[src/rtl/core/cgfsp_pkg.sv]
package cgfsp_pkg;

  // defaults for the top-level parameters
  localparam int DEFAULT_MAX_ROWS = 256;
  localparam int DEFAULT_MAX_COLS = 256;

  // fixed field widths
  localparam int VALUE_W    = 16;
  localparam int IDX_W      = 8;
  localparam int POS_W      = 18;
  localparam int CFG_IDX_W  = 2;
  localparam int CFG_DATA_W = 24;

  // configuration register indexes
  typedef enum logic [CFG_IDX_W-1:0] {
    CFG_ROWS_IN_USE      = 2'd0,
    CFG_COLS_IN_USE      = 2'd1,
    CFG_FIRST_ROW_CENTER = 2'd2,
    CFG_ROW_BIN_WIDTH    = 2'd3
  } cfg_index_t;

  // configuration reset values
  localparam logic [8:0]         RESET_ROWS_IN_USE      = 9'd256;
  localparam logic [8:0]         RESET_COLS_IN_USE      = 9'd256;
  localparam logic signed [23:0] RESET_FIRST_ROW_CENTER = 24'sd128;
  localparam logic [15:0]        RESET_ROW_BIN_WIDTH    = 16'd256;

  // one result beat as it sits in the output queue
  typedef struct packed {
    logic [IDX_W-1:0]   col;
    logic [IDX_W-1:0]   row;
    logic [VALUE_W-1:0] filled;
    logic [VALUE_W-1:0] smoothed;
    logic               done;
    logic               found;
    logic [IDX_W-1:0]   peak_row;
    logic [POS_W-1:0]   position;
  } res_item_t;

endpackage

[src/rtl/core/column_gap_fill_smooth_peak_core.sv]
// column gap fill, 1-2-1 vertical smoothing and per-column peak search
//
// bins stream in on bin_valid/bin_ready, column by column, rows ascending
// within a column. results leave on res_valid/res_ready, one beat per bin,
// lagging the input by two rows; the last bin of a column flushes the last
// two rows, and the final beat carries column_done with the peak fields.
// configuration is written on cfg_valid/cfg_ready (always ready); the user
// must write it only while idle, which the block does not enforce.
//
// a result beat is offered once through the pending stage and the queue.
// throughput: one bin per cycle while bin_ready holds; a column end makes
// three beats, so sustained input rate follows the output side, set by the
// 8-entry queue and the single result port.
// bin_ready is high while the queue plus the pending stage hold at most
// five beats, so a column-end burst of three always fits.
// when the receiver stalls the queue fills and bin_ready drops; nothing
// is lost. reset restores register defaults, clears the row/column
// counters, windows and peak tracker, and empties the queue.
module column_gap_fill_smooth_peak_core #(
  parameter int MAX_ROWS = cgfsp_pkg::DEFAULT_MAX_ROWS,
  parameter int MAX_COLS = cgfsp_pkg::DEFAULT_MAX_COLS
) (
  input  logic                                 clk,
  input  logic                                 rst,
  // configuration write channel
  input  logic                                 cfg_valid,
  output logic                                 cfg_ready,
  input  logic [cgfsp_pkg::CFG_IDX_W-1:0]      cfg_index,
  input  logic [cgfsp_pkg::CFG_DATA_W-1:0]     cfg_data,
  // bin input channel
  input  logic                                 bin_valid,
  output logic                                 bin_ready,
  input  logic [cgfsp_pkg::VALUE_W-1:0]        bin_value,
  // result channel
  output logic                                 res_valid,
  input  logic                                 res_ready,
  output logic [cgfsp_pkg::IDX_W-1:0]          out_col,
  output logic [cgfsp_pkg::IDX_W-1:0]          out_row,
  output logic [cgfsp_pkg::VALUE_W-1:0]        filled_value,
  output logic [cgfsp_pkg::VALUE_W-1:0]        smoothed_value,
  output logic                                 column_done,
  output logic                                 peak_found,
  output logic [cgfsp_pkg::IDX_W-1:0]          peak_row,
  output logic signed [cgfsp_pkg::POS_W-1:0]   peak_position
);
  import cgfsp_pkg::*;

  localparam int ROW_W   = $clog2(MAX_ROWS);
  localparam int COL_W   = (MAX_COLS > 1) ? $clog2(MAX_COLS) : 1;
  localparam int RC_W    = $clog2(MAX_ROWS + 1);
  localparam int CC_W    = $clog2(MAX_COLS + 1);
  localparam int RCMP_W  = ((RC_W > 9) ? RC_W : 9) + 1;
  localparam int CCMP_W  = ((CC_W > 9) ? CC_W : 9) + 1;
  localparam int PROD_W  = ROW_W + 16;
  // one bit for the carry of centre plus product, one for the sign
  localparam int SUM_W   = ((PROD_W > 24) ? PROD_W : 24) + 2;
  localparam int DEPTH   = 8;
  localparam int PTR_W   = $clog2(DEPTH);
  localparam int CNT_W   = PTR_W + 1;
  localparam int BURST   = 3;

  // truncated mean of the two vertical neighbours, only for a zero bin
  function automatic logic [VALUE_W-1:0] gap_fill(input logic [VALUE_W-1:0] centre,
                                                  input logic [VALUE_W-1:0] above,
                                                  input logic [VALUE_W-1:0] below);
    logic [VALUE_W:0] sum;
    sum = {1'b0, above} + {1'b0, below};
    gap_fill = (centre != '0) ? centre : sum[VALUE_W:1];
  endfunction

  // (a + 2b + c) / 4, truncated
  function automatic logic [VALUE_W-1:0] smooth3(input logic [VALUE_W-1:0] a,
                                                 input logic [VALUE_W-1:0] b,
                                                 input logic [VALUE_W-1:0] c);
    logic [VALUE_W+1:0] sum;
    sum = {2'b00, a} + {1'b0, b, 1'b0} + {2'b00, c};
    smooth3 = sum[VALUE_W+1:2];
  endfunction

  // configuration registers
  logic [8:0]         rows_in_use;
  logic [8:0]         cols_in_use;
  logic signed [23:0] first_row_center;
  logic [15:0]        row_bin_width;

  // window and tracker state
  logic [VALUE_W-1:0] orig0, orig1, fill0, fill1;
  logic [VALUE_W-1:0] orig0_next, orig1_next, fill0_next, fill1_next;
  logic [ROW_W-1:0]   row_count, row_count_next;
  logic [COL_W-1:0]   col_count, col_count_next;
  logic [VALUE_W-1:0] best_value, best_value_next;
  logic [ROW_W-1:0]   best_row, best_row_next;
  logic               best_found, best_found_next;

  // pending stage between the window logic and the queue
  logic [1:0]         p_cnt, p_cnt_next;
  res_item_t          p_item [BURST];
  res_item_t          p_item_next [BURST];
  logic [ROW_W-1:0]   p_best_row, p_best_row_next;
  logic               p_found, p_found_next;

  // output queue
  res_item_t          fifo_mem [DEPTH];
  logic [PTR_W-1:0]   wr_ptr, rd_ptr;
  logic [CNT_W-1:0]   count;
  res_item_t          push_item [BURST];
  res_item_t          head;
  logic               pop;

  // combinational helpers
  logic               accept;
  logic [RCMP_W-1:0]  rows_ext, rows_eff;
  logic [CCMP_W-1:0]  cols_ext, cols_eff;
  logic               edge_col, is_last;
  logic [VALUE_W-1:0] f_prev, f_last, s0, s1;
  logic [ROW_W-1:0]   r0, r1;

  // position math
  logic [PROD_W-1:0]         prod;
  logic signed [SUM_W-1:0]   pos_sum, pos_biased;
  logic signed [SUM_W-9:0]   pos_q;
  logic [POS_W-1:0]          pos_word;

  // ------------------------------------------------------------------
  // configuration port, always ready
  // ------------------------------------------------------------------
  assign cfg_ready = 1'b1;

  always_ff @(posedge clk) begin
    if (rst) begin
      rows_in_use      <= RESET_ROWS_IN_USE;
      cols_in_use      <= RESET_COLS_IN_USE;
      first_row_center <= RESET_FIRST_ROW_CENTER;
      row_bin_width    <= RESET_ROW_BIN_WIDTH;
    end else if (cfg_valid && cfg_ready) begin
      unique case (cfg_index_t'(cfg_index))
        CFG_ROWS_IN_USE:      rows_in_use      <= cfg_data[8:0];
        CFG_COLS_IN_USE:      cols_in_use      <= cfg_data[8:0];
        CFG_FIRST_ROW_CENTER: first_row_center <= $signed(cfg_data[23:0]);
        CFG_ROW_BIN_WIDTH:    row_bin_width    <= cfg_data[15:0];
        default: ;
      endcase
    end
  end

  // ------------------------------------------------------------------
  // window, gap fill, smoothing and peak tracking for one bin
  // ------------------------------------------------------------------
  // room for a full column-end burst even if nothing drains
  assign bin_ready = (CNT_W'(count) + CNT_W'(p_cnt)) <= CNT_W'(DEPTH - BURST);
  assign accept    = bin_valid && bin_ready;

  always_comb begin
    // clamp the geometry registers to what the storage supports
    rows_ext = RCMP_W'(rows_in_use);
    if (rows_ext < RCMP_W'(3)) begin
      rows_eff = RCMP_W'(3);
    end else if (rows_ext > RCMP_W'(MAX_ROWS)) begin
      rows_eff = RCMP_W'(MAX_ROWS);
    end else begin
      rows_eff = rows_ext;
    end
    cols_ext = CCMP_W'(cols_in_use);
    if (cols_ext < CCMP_W'(1)) begin
      cols_eff = CCMP_W'(1);
    end else if (cols_ext > CCMP_W'(MAX_COLS)) begin
      cols_eff = CCMP_W'(MAX_COLS);
    end else begin
      cols_eff = cols_ext;
    end

    edge_col = (col_count == '0) || (CCMP_W'(col_count) >= cols_eff - CCMP_W'(1));
    is_last  = RCMP_W'(row_count) >= rows_eff - RCMP_W'(1);

    f_prev = gap_fill(orig1, orig0, bin_value);
    f_last = gap_fill(bin_value, orig1, '0);
    r0     = row_count - ROW_W'(2);
    r1     = row_count - ROW_W'(1);
    s0     = ((row_count == ROW_W'(2)) || edge_col) ? fill1 : smooth3(fill0, fill1, f_prev);
    s1     = edge_col ? f_prev : smooth3(fill1, f_prev, f_last);

    orig0_next      = orig0;
    orig1_next      = orig1;
    fill0_next      = fill0;
    fill1_next      = fill1;
    row_count_next  = row_count;
    col_count_next  = col_count;
    best_value_next = best_value;
    best_row_next   = best_row;
    best_found_next = best_found;
    p_cnt_next      = 2'd0;
    p_best_row_next = best_row;
    p_found_next    = best_found;
    for (int k = 0; k < BURST; k++) begin
      p_item_next[k] = '0;
    end

    if (accept) begin
      if (row_count == '0) begin
        // first bin of a column: prime the window, restart the tracker
        orig0_next      = '0;
        orig1_next      = bin_value;
        fill0_next      = '0;
        fill1_next      = '0;
        best_value_next = '0;
        best_row_next   = '0;
        best_found_next = 1'b0;
        row_count_next  = ROW_W'(1);
      end else begin
        if (row_count >= ROW_W'(2)) begin
          p_item_next[0].col      = IDX_W'(col_count);
          p_item_next[0].row      = IDX_W'(r0);
          p_item_next[0].filled   = fill1;
          p_item_next[0].smoothed = s0;
          p_cnt_next              = 2'd1;
          if (s0 > best_value_next) begin
            best_value_next = s0;
            best_row_next   = r0;
            best_found_next = 1'b1;
          end
        end
        fill0_next = fill1;
        fill1_next = f_prev;
        orig0_next = orig1;
        orig1_next = bin_value;

        if (is_last) begin
          // flush the last two rows of the column
          p_item_next[1].col      = IDX_W'(col_count);
          p_item_next[1].row      = IDX_W'(r1);
          p_item_next[1].filled   = f_prev;
          p_item_next[1].smoothed = s1;
          if (s1 > best_value_next) begin
            best_value_next = s1;
            best_row_next   = r1;
            best_found_next = 1'b1;
          end
          if (f_last > best_value_next) begin
            best_value_next = f_last;
            best_row_next   = row_count;
            best_found_next = 1'b1;
          end
          p_item_next[2].col      = IDX_W'(col_count);
          p_item_next[2].row      = IDX_W'(row_count);
          p_item_next[2].filled   = f_last;
          p_item_next[2].smoothed = f_last;
          p_item_next[2].done     = 1'b1;
          p_item_next[2].found    = best_found_next;
          p_item_next[2].peak_row = best_found_next ? IDX_W'(best_row_next) : '0;
          p_cnt_next              = 2'd3;
          row_count_next          = '0;
          col_count_next          = (CCMP_W'(col_count) >= cols_eff - CCMP_W'(1)) ?
                                    '0 : col_count + COL_W'(1);
        end else begin
          row_count_next = row_count + ROW_W'(1);
        end
        p_best_row_next = best_row_next;
        p_found_next    = best_found_next;
      end
    end
  end

  always_ff @(posedge clk) begin
    if (rst) begin
      orig0      <= '0;
      orig1      <= '0;
      fill0      <= '0;
      fill1      <= '0;
      row_count  <= '0;
      col_count  <= '0;
      best_value <= '0;
      best_row   <= '0;
      best_found <= 1'b0;
      p_cnt      <= 2'd0;
    end else begin
      orig0      <= orig0_next;
      orig1      <= orig1_next;
      fill0      <= fill0_next;
      fill1      <= fill1_next;
      row_count  <= row_count_next;
      col_count  <= col_count_next;
      best_value <= best_value_next;
      best_row   <= best_row_next;
      best_found <= best_found_next;
      p_cnt      <= p_cnt_next;
    end
  end

  // pending payload, no reset needed
  always_ff @(posedge clk) begin
    p_item     <= p_item_next;
    p_best_row <= p_best_row_next;
    p_found    <= p_found_next;
  end

  // ------------------------------------------------------------------
  // peak position: (first_row_center + row * width) / 256, toward zero
  // ------------------------------------------------------------------
  always_comb begin
    prod       = PROD_W'(p_best_row) * PROD_W'(row_bin_width);
    pos_sum    = SUM_W'(first_row_center) + $signed(SUM_W'(prod));
    pos_biased = pos_sum[SUM_W-1] ? pos_sum + SUM_W'(255) : pos_sum;
    pos_q      = $signed(pos_biased[SUM_W-1:8]);
    pos_word   = p_found ? POS_W'(pos_q) : '1;
    for (int k = 0; k < BURST; k++) begin
      push_item[k] = p_item[k];
      if (p_item[k].done) begin
        push_item[k].position = pos_word;
      end
    end
  end

  // ------------------------------------------------------------------
  // output queue: up to three beats in; while res_ready holds, one beat out per cycle
  // ------------------------------------------------------------------
  assign pop  = res_valid && res_ready;
  assign head = fifo_mem[rd_ptr];

  always_ff @(posedge clk) begin
    for (int k = 0; k < BURST; k++) begin
      if (2'(k) < p_cnt) begin
        fifo_mem[wr_ptr + PTR_W'(k)] <= push_item[k];
      end
    end
  end

  always_ff @(posedge clk) begin
    if (rst) begin
      wr_ptr <= '0;
      rd_ptr <= '0;
      count  <= '0;
    end else begin
      wr_ptr <= wr_ptr + PTR_W'(p_cnt);
      if (pop) begin
        rd_ptr <= rd_ptr + PTR_W'(1);
      end
      count <= count + CNT_W'(p_cnt) - CNT_W'(pop);
    end
  end

  assign res_valid      = count != '0;
  assign out_col        = head.col;
  assign out_row        = head.row;
  assign filled_value   = head.filled;
  assign smoothed_value = head.smoothed;
  assign column_done    = head.done;
  assign peak_found     = head.found;
  assign peak_row       = head.peak_row;
  assign peak_position  = $signed(head.position);

endmodule

[config.mk]
export PLATFORM = sky130hd
export DESIGN_NAME = column_gap_fill_smooth_peak_core
export DESIGN_NICKNAME = d
export VERILOG_FILES = /design/src/rtl/core/cgfsp_pkg.sv /design/src/rtl/core/column_gap_fill_smooth_peak_core.sv
export SDC_FILE = /design/constraint.sdc
export NUM_CORES = 2
export LEC_CHECK = 0
export ABC_AREA = 0
export BUFFER_PORTS_ARGS = -buffer_cell sky130_fd_sc_hd__buf_2
export CAP_MARGIN = 20
export CORE_UTILIZATION = 40
export DETAILED_ROUTE_END_ITERATION = 8
export SLEW_MARGIN = 10
export SYNTH_ARGS = -nofsm -noshare
export SYNTH_HDL_FRONTEND = slang
export SYNTH_SLANG_ARGS = --single-unit
[constraint.sdc]
create_clock -name clk -period 15.7 [get_ports clk]
set_clock_uncertainty 0.1 [all_clocks]
set_input_delay 1.57 -clock clk [delete_from_list [all_inputs] [get_ports clk]]
set_output_delay 1.57 -clock clk [all_outputs]
set_load 0.005 [all_outputs]
==> impl_metrics.yaml <==
synth:
  async_flop_share: 0
  synth_area_mm2: 0.05352
  syn_nets: 5767
  synth-main-ff-cell: "edfxtp_1"
  synth_seq_cells: 925
  ys_types: 92
  yosysWarningCount: 0
  synth_enable_flop_cells: 608
  synthCells: 5404
  seq_area_frac_synth: 0.4598
  syn_area_per_cell_um2: 9.903
global_route:
  grt.total_usage: 0.2432
  grt_first_pass_wirelength_mm: 251.8
  gr-total-overflow: 0
  grt_antenna_before_repair: 14
  grt_pass1_vias: 40560
  grt_max_degree: 66
sta:
  fmax_mhz: 73.20
  finalSetupViolations: 0
  final.period_utilization: 0.8702
  worst_slew_pin_slew_ns: 1.244
  hold_viol_final: 0
  relSlewSlack: 0.1706
  period_needed_ns: 13.66
  grt_setup_unrepaired: "no"
  fin_tns_setup_ns: 0
  maxSlewViolCount: 0
  hold_ws_ns: 0.3535
outcome:
  status: "completed"
setup_path:
  critPathSlowestCell: "nor2_2"
  critPathRequiredTime_ns: 16.21
  cp-end-kind: "flop"
  critical_path_buf_inv_count: 4
  cp_max_fo: 20
  cp_top_family: "compound AO/OA/AOI/OAI gates"
  critPathKind: "primary input to flop"
  crit_top_cell: "ha_1"
  start_kind: "primary input"
  crit_path_max_incr_delay_ns: 0.62
  arrival_ns: 14.17
clock_tree:
  cts_buffers: 100
  cts_hold_buf: 0
  clock_latency_ns: 0.74
  cts_root_buf: "clkbuf_16"
  path_clk_slew_ns: 0.06
  cts.sinks: 925
  cts_resized: 0
  cts_buffer_depth: 3
  tritoncts: "done"
  cts_htree_levels: 3
  post_cts_buffers: 0
power:
  power.density_mw_per_mm2: 104.2
  leakage_uw: 0.02218
  total_power_uw: 6160
  ir_drop_mv: 0.09855
die:
  start_util: 0.4050
  fp.dieH_um: 367.8
  design.core.area_mm2: 0.1321
  die_w_um: 367.8
  rows: 133
  fp.dieArea_mm2: 0.1353
  ios: 126
cells_and_area:
  finalNonFillerCells: 7135
  nNetsFinal: 5654
  num-fill-cells: 12470
  mostFrequentLayoutCells: "1039 x nand2_1, 608 x edfxtp_1, 510 x nor2_1, 357 x a31oi_1, 314 x dfxtp_1"
  final_common_cell: "nand2_1"
  areaGrowthSynthToFinish_pct: 10.45
  drive_above_1_share: 0.1380
place:
  place.port_buffers: 124
  dp_cells: 6943
  place_congestion: 0.9135
  post-dp-hpwl_mm: 108.4
min_path:
  worst_hold_path_type: "flop to flop"
routing:
  drc: 0
  viasPerCell: 5.802
  wire_per_inst_um: 23.37
  drtPass1Iterations: 7
  vias: 41400
  final_antenna_net_count: 0
  drtIter0Drc: 4469
  routed_wirelength_mm: 166.7
flow_run:
  cap_viol_max_count: 0
## worst reg2reg max path, delay by kind of cell, from the launching register on
family	cells	cell delay (ns)
simple gates	11	2.87
flops	1	0.31
mux	1	0.39
fa+ha+maj	6	2.16
compound gates	23	6.12
buf+inv	3	0.88
## metal layers
layer | vias up | track usage | share of wire
met4 | 6 | 0.07716 | 0.028
met5 | - | 0 | 0.00022
met3 | 322 | 0.04204 | 0.090
met1 | 20190 | 0.3388 | 0.43
li1 | 18980 | - | -
met2 | 1897 | 0.3845 | 0.45
## worst paths after layout
kind	slack (ns)	cells past startpoint	endpoint	startpoint
hold / removal	0.35	2	fill0[0]	fill0[0]
hold reg to reg	0.35	2	fill0[0]	fill0[0]
setup reg to reg	2.75	44	best_value[14]	orig0[2]
setup / recovery	2.04	45	best_value[14]	bin_value[2]
## final cells by class
| class | instances | area (um2) | share of cell area |
|---|---|---|---|
| Timing Repair Buffer | 202 | 1209 | 0.02045 |
| Clock inverter | 46 | 668.1 | 0.01130 |
| Sequential cell | 925 | 24610 | 0.4164 |
| Inverter | 254 | 953.4 | 0.01613 |
| Antenna cell | 3 | 7.507 | 0.0001270 |
| Tap cell | 1755 | 2196 | 0.03715 |
| Clock buffer | 142 | 2924 | 0.04947 |
| Multi-Input combinational cell | 3808 | 26540 | 0.4489 |
## through the flow
stage               area (um2)    util  setup WS, ns
floorplan                53520       -         3.480
global placement         55500  0.4201         1.909
detailed placement       55500  0.4201         1.624
CTS                      59090  0.4472         2.379
global route             59100  0.4473         1.365
finish                   59110  0.4474         2.038
## cell families after synthesis
| group | synth area share |
|---|---|
| buffers and inverters | 0.04847 |
| AND/OR/NAND/NOR | 0.1692 |
| adder cells (fa/ha/maj) | 0.09072 |
| other | 0.00007007 |
| AO/OA/AOI/OAI | 0.1177 |
| multiplexers | 0.09911 |
| flip-flops | 0.4598 |
| XOR/XNOR | 0.01503 |
## synth_stat cells (17+ instances only)
master	instances	area [um2]
buf_1	82	307.8
xor2_1	35	306.5
nand2_1	1050	3941
a22o_1	23	201.4
ha_1	196	2452
o21a_1	19	142.6
and2_1	120	750.7
fa_1	120	2402
a21oi_1	242	1211
dfxtp_1	317	6346
o21ai_0	134	670.6
mux4_2	152	3423
xnor2_1	55	481.7
inv_1	254	953.4
nand3_1	61	305.3
a211oi_1	23	172.7
nor3_1	73	365.4
a31oi_1	357	2233
clkbuf_1	282	1059
edfxtp_1	608	18260
a21o_1	61	457.9
mux2_2	149	1678
clkbuf_2	48	240.2
nor2b_1	18	112.6
and3_1	92	575.6
nor3b_1	31	232.7
or3_1	17	106.4
nand4_1	21	131.4
nor2_1	517	1941
mux2i_1	18	180.2
## sequential cells by signal, indices dropped and copies added, names as in the netlist, 9 cells and up, named ones only
register,flops
fifo_mem,608
p_item,130
first_row_center,24
best_value,16
fill0,16
fill1,16
orig0,16
orig1,16
row_bin_width,16
cols_in_use,9
rows_in_use,9
## power by group
| part | total, uW | internal (uW) | switching [uW] |
|---|---|---|---|
| clock network | 2540 | 1490 | 1050 |
| logic | 975 | 394 | 581 |
| registers | 2640 | 2590 | 56.1 |
| total | 6160 | 4470 | 1690 |
(Power assumes the default switching activity.)
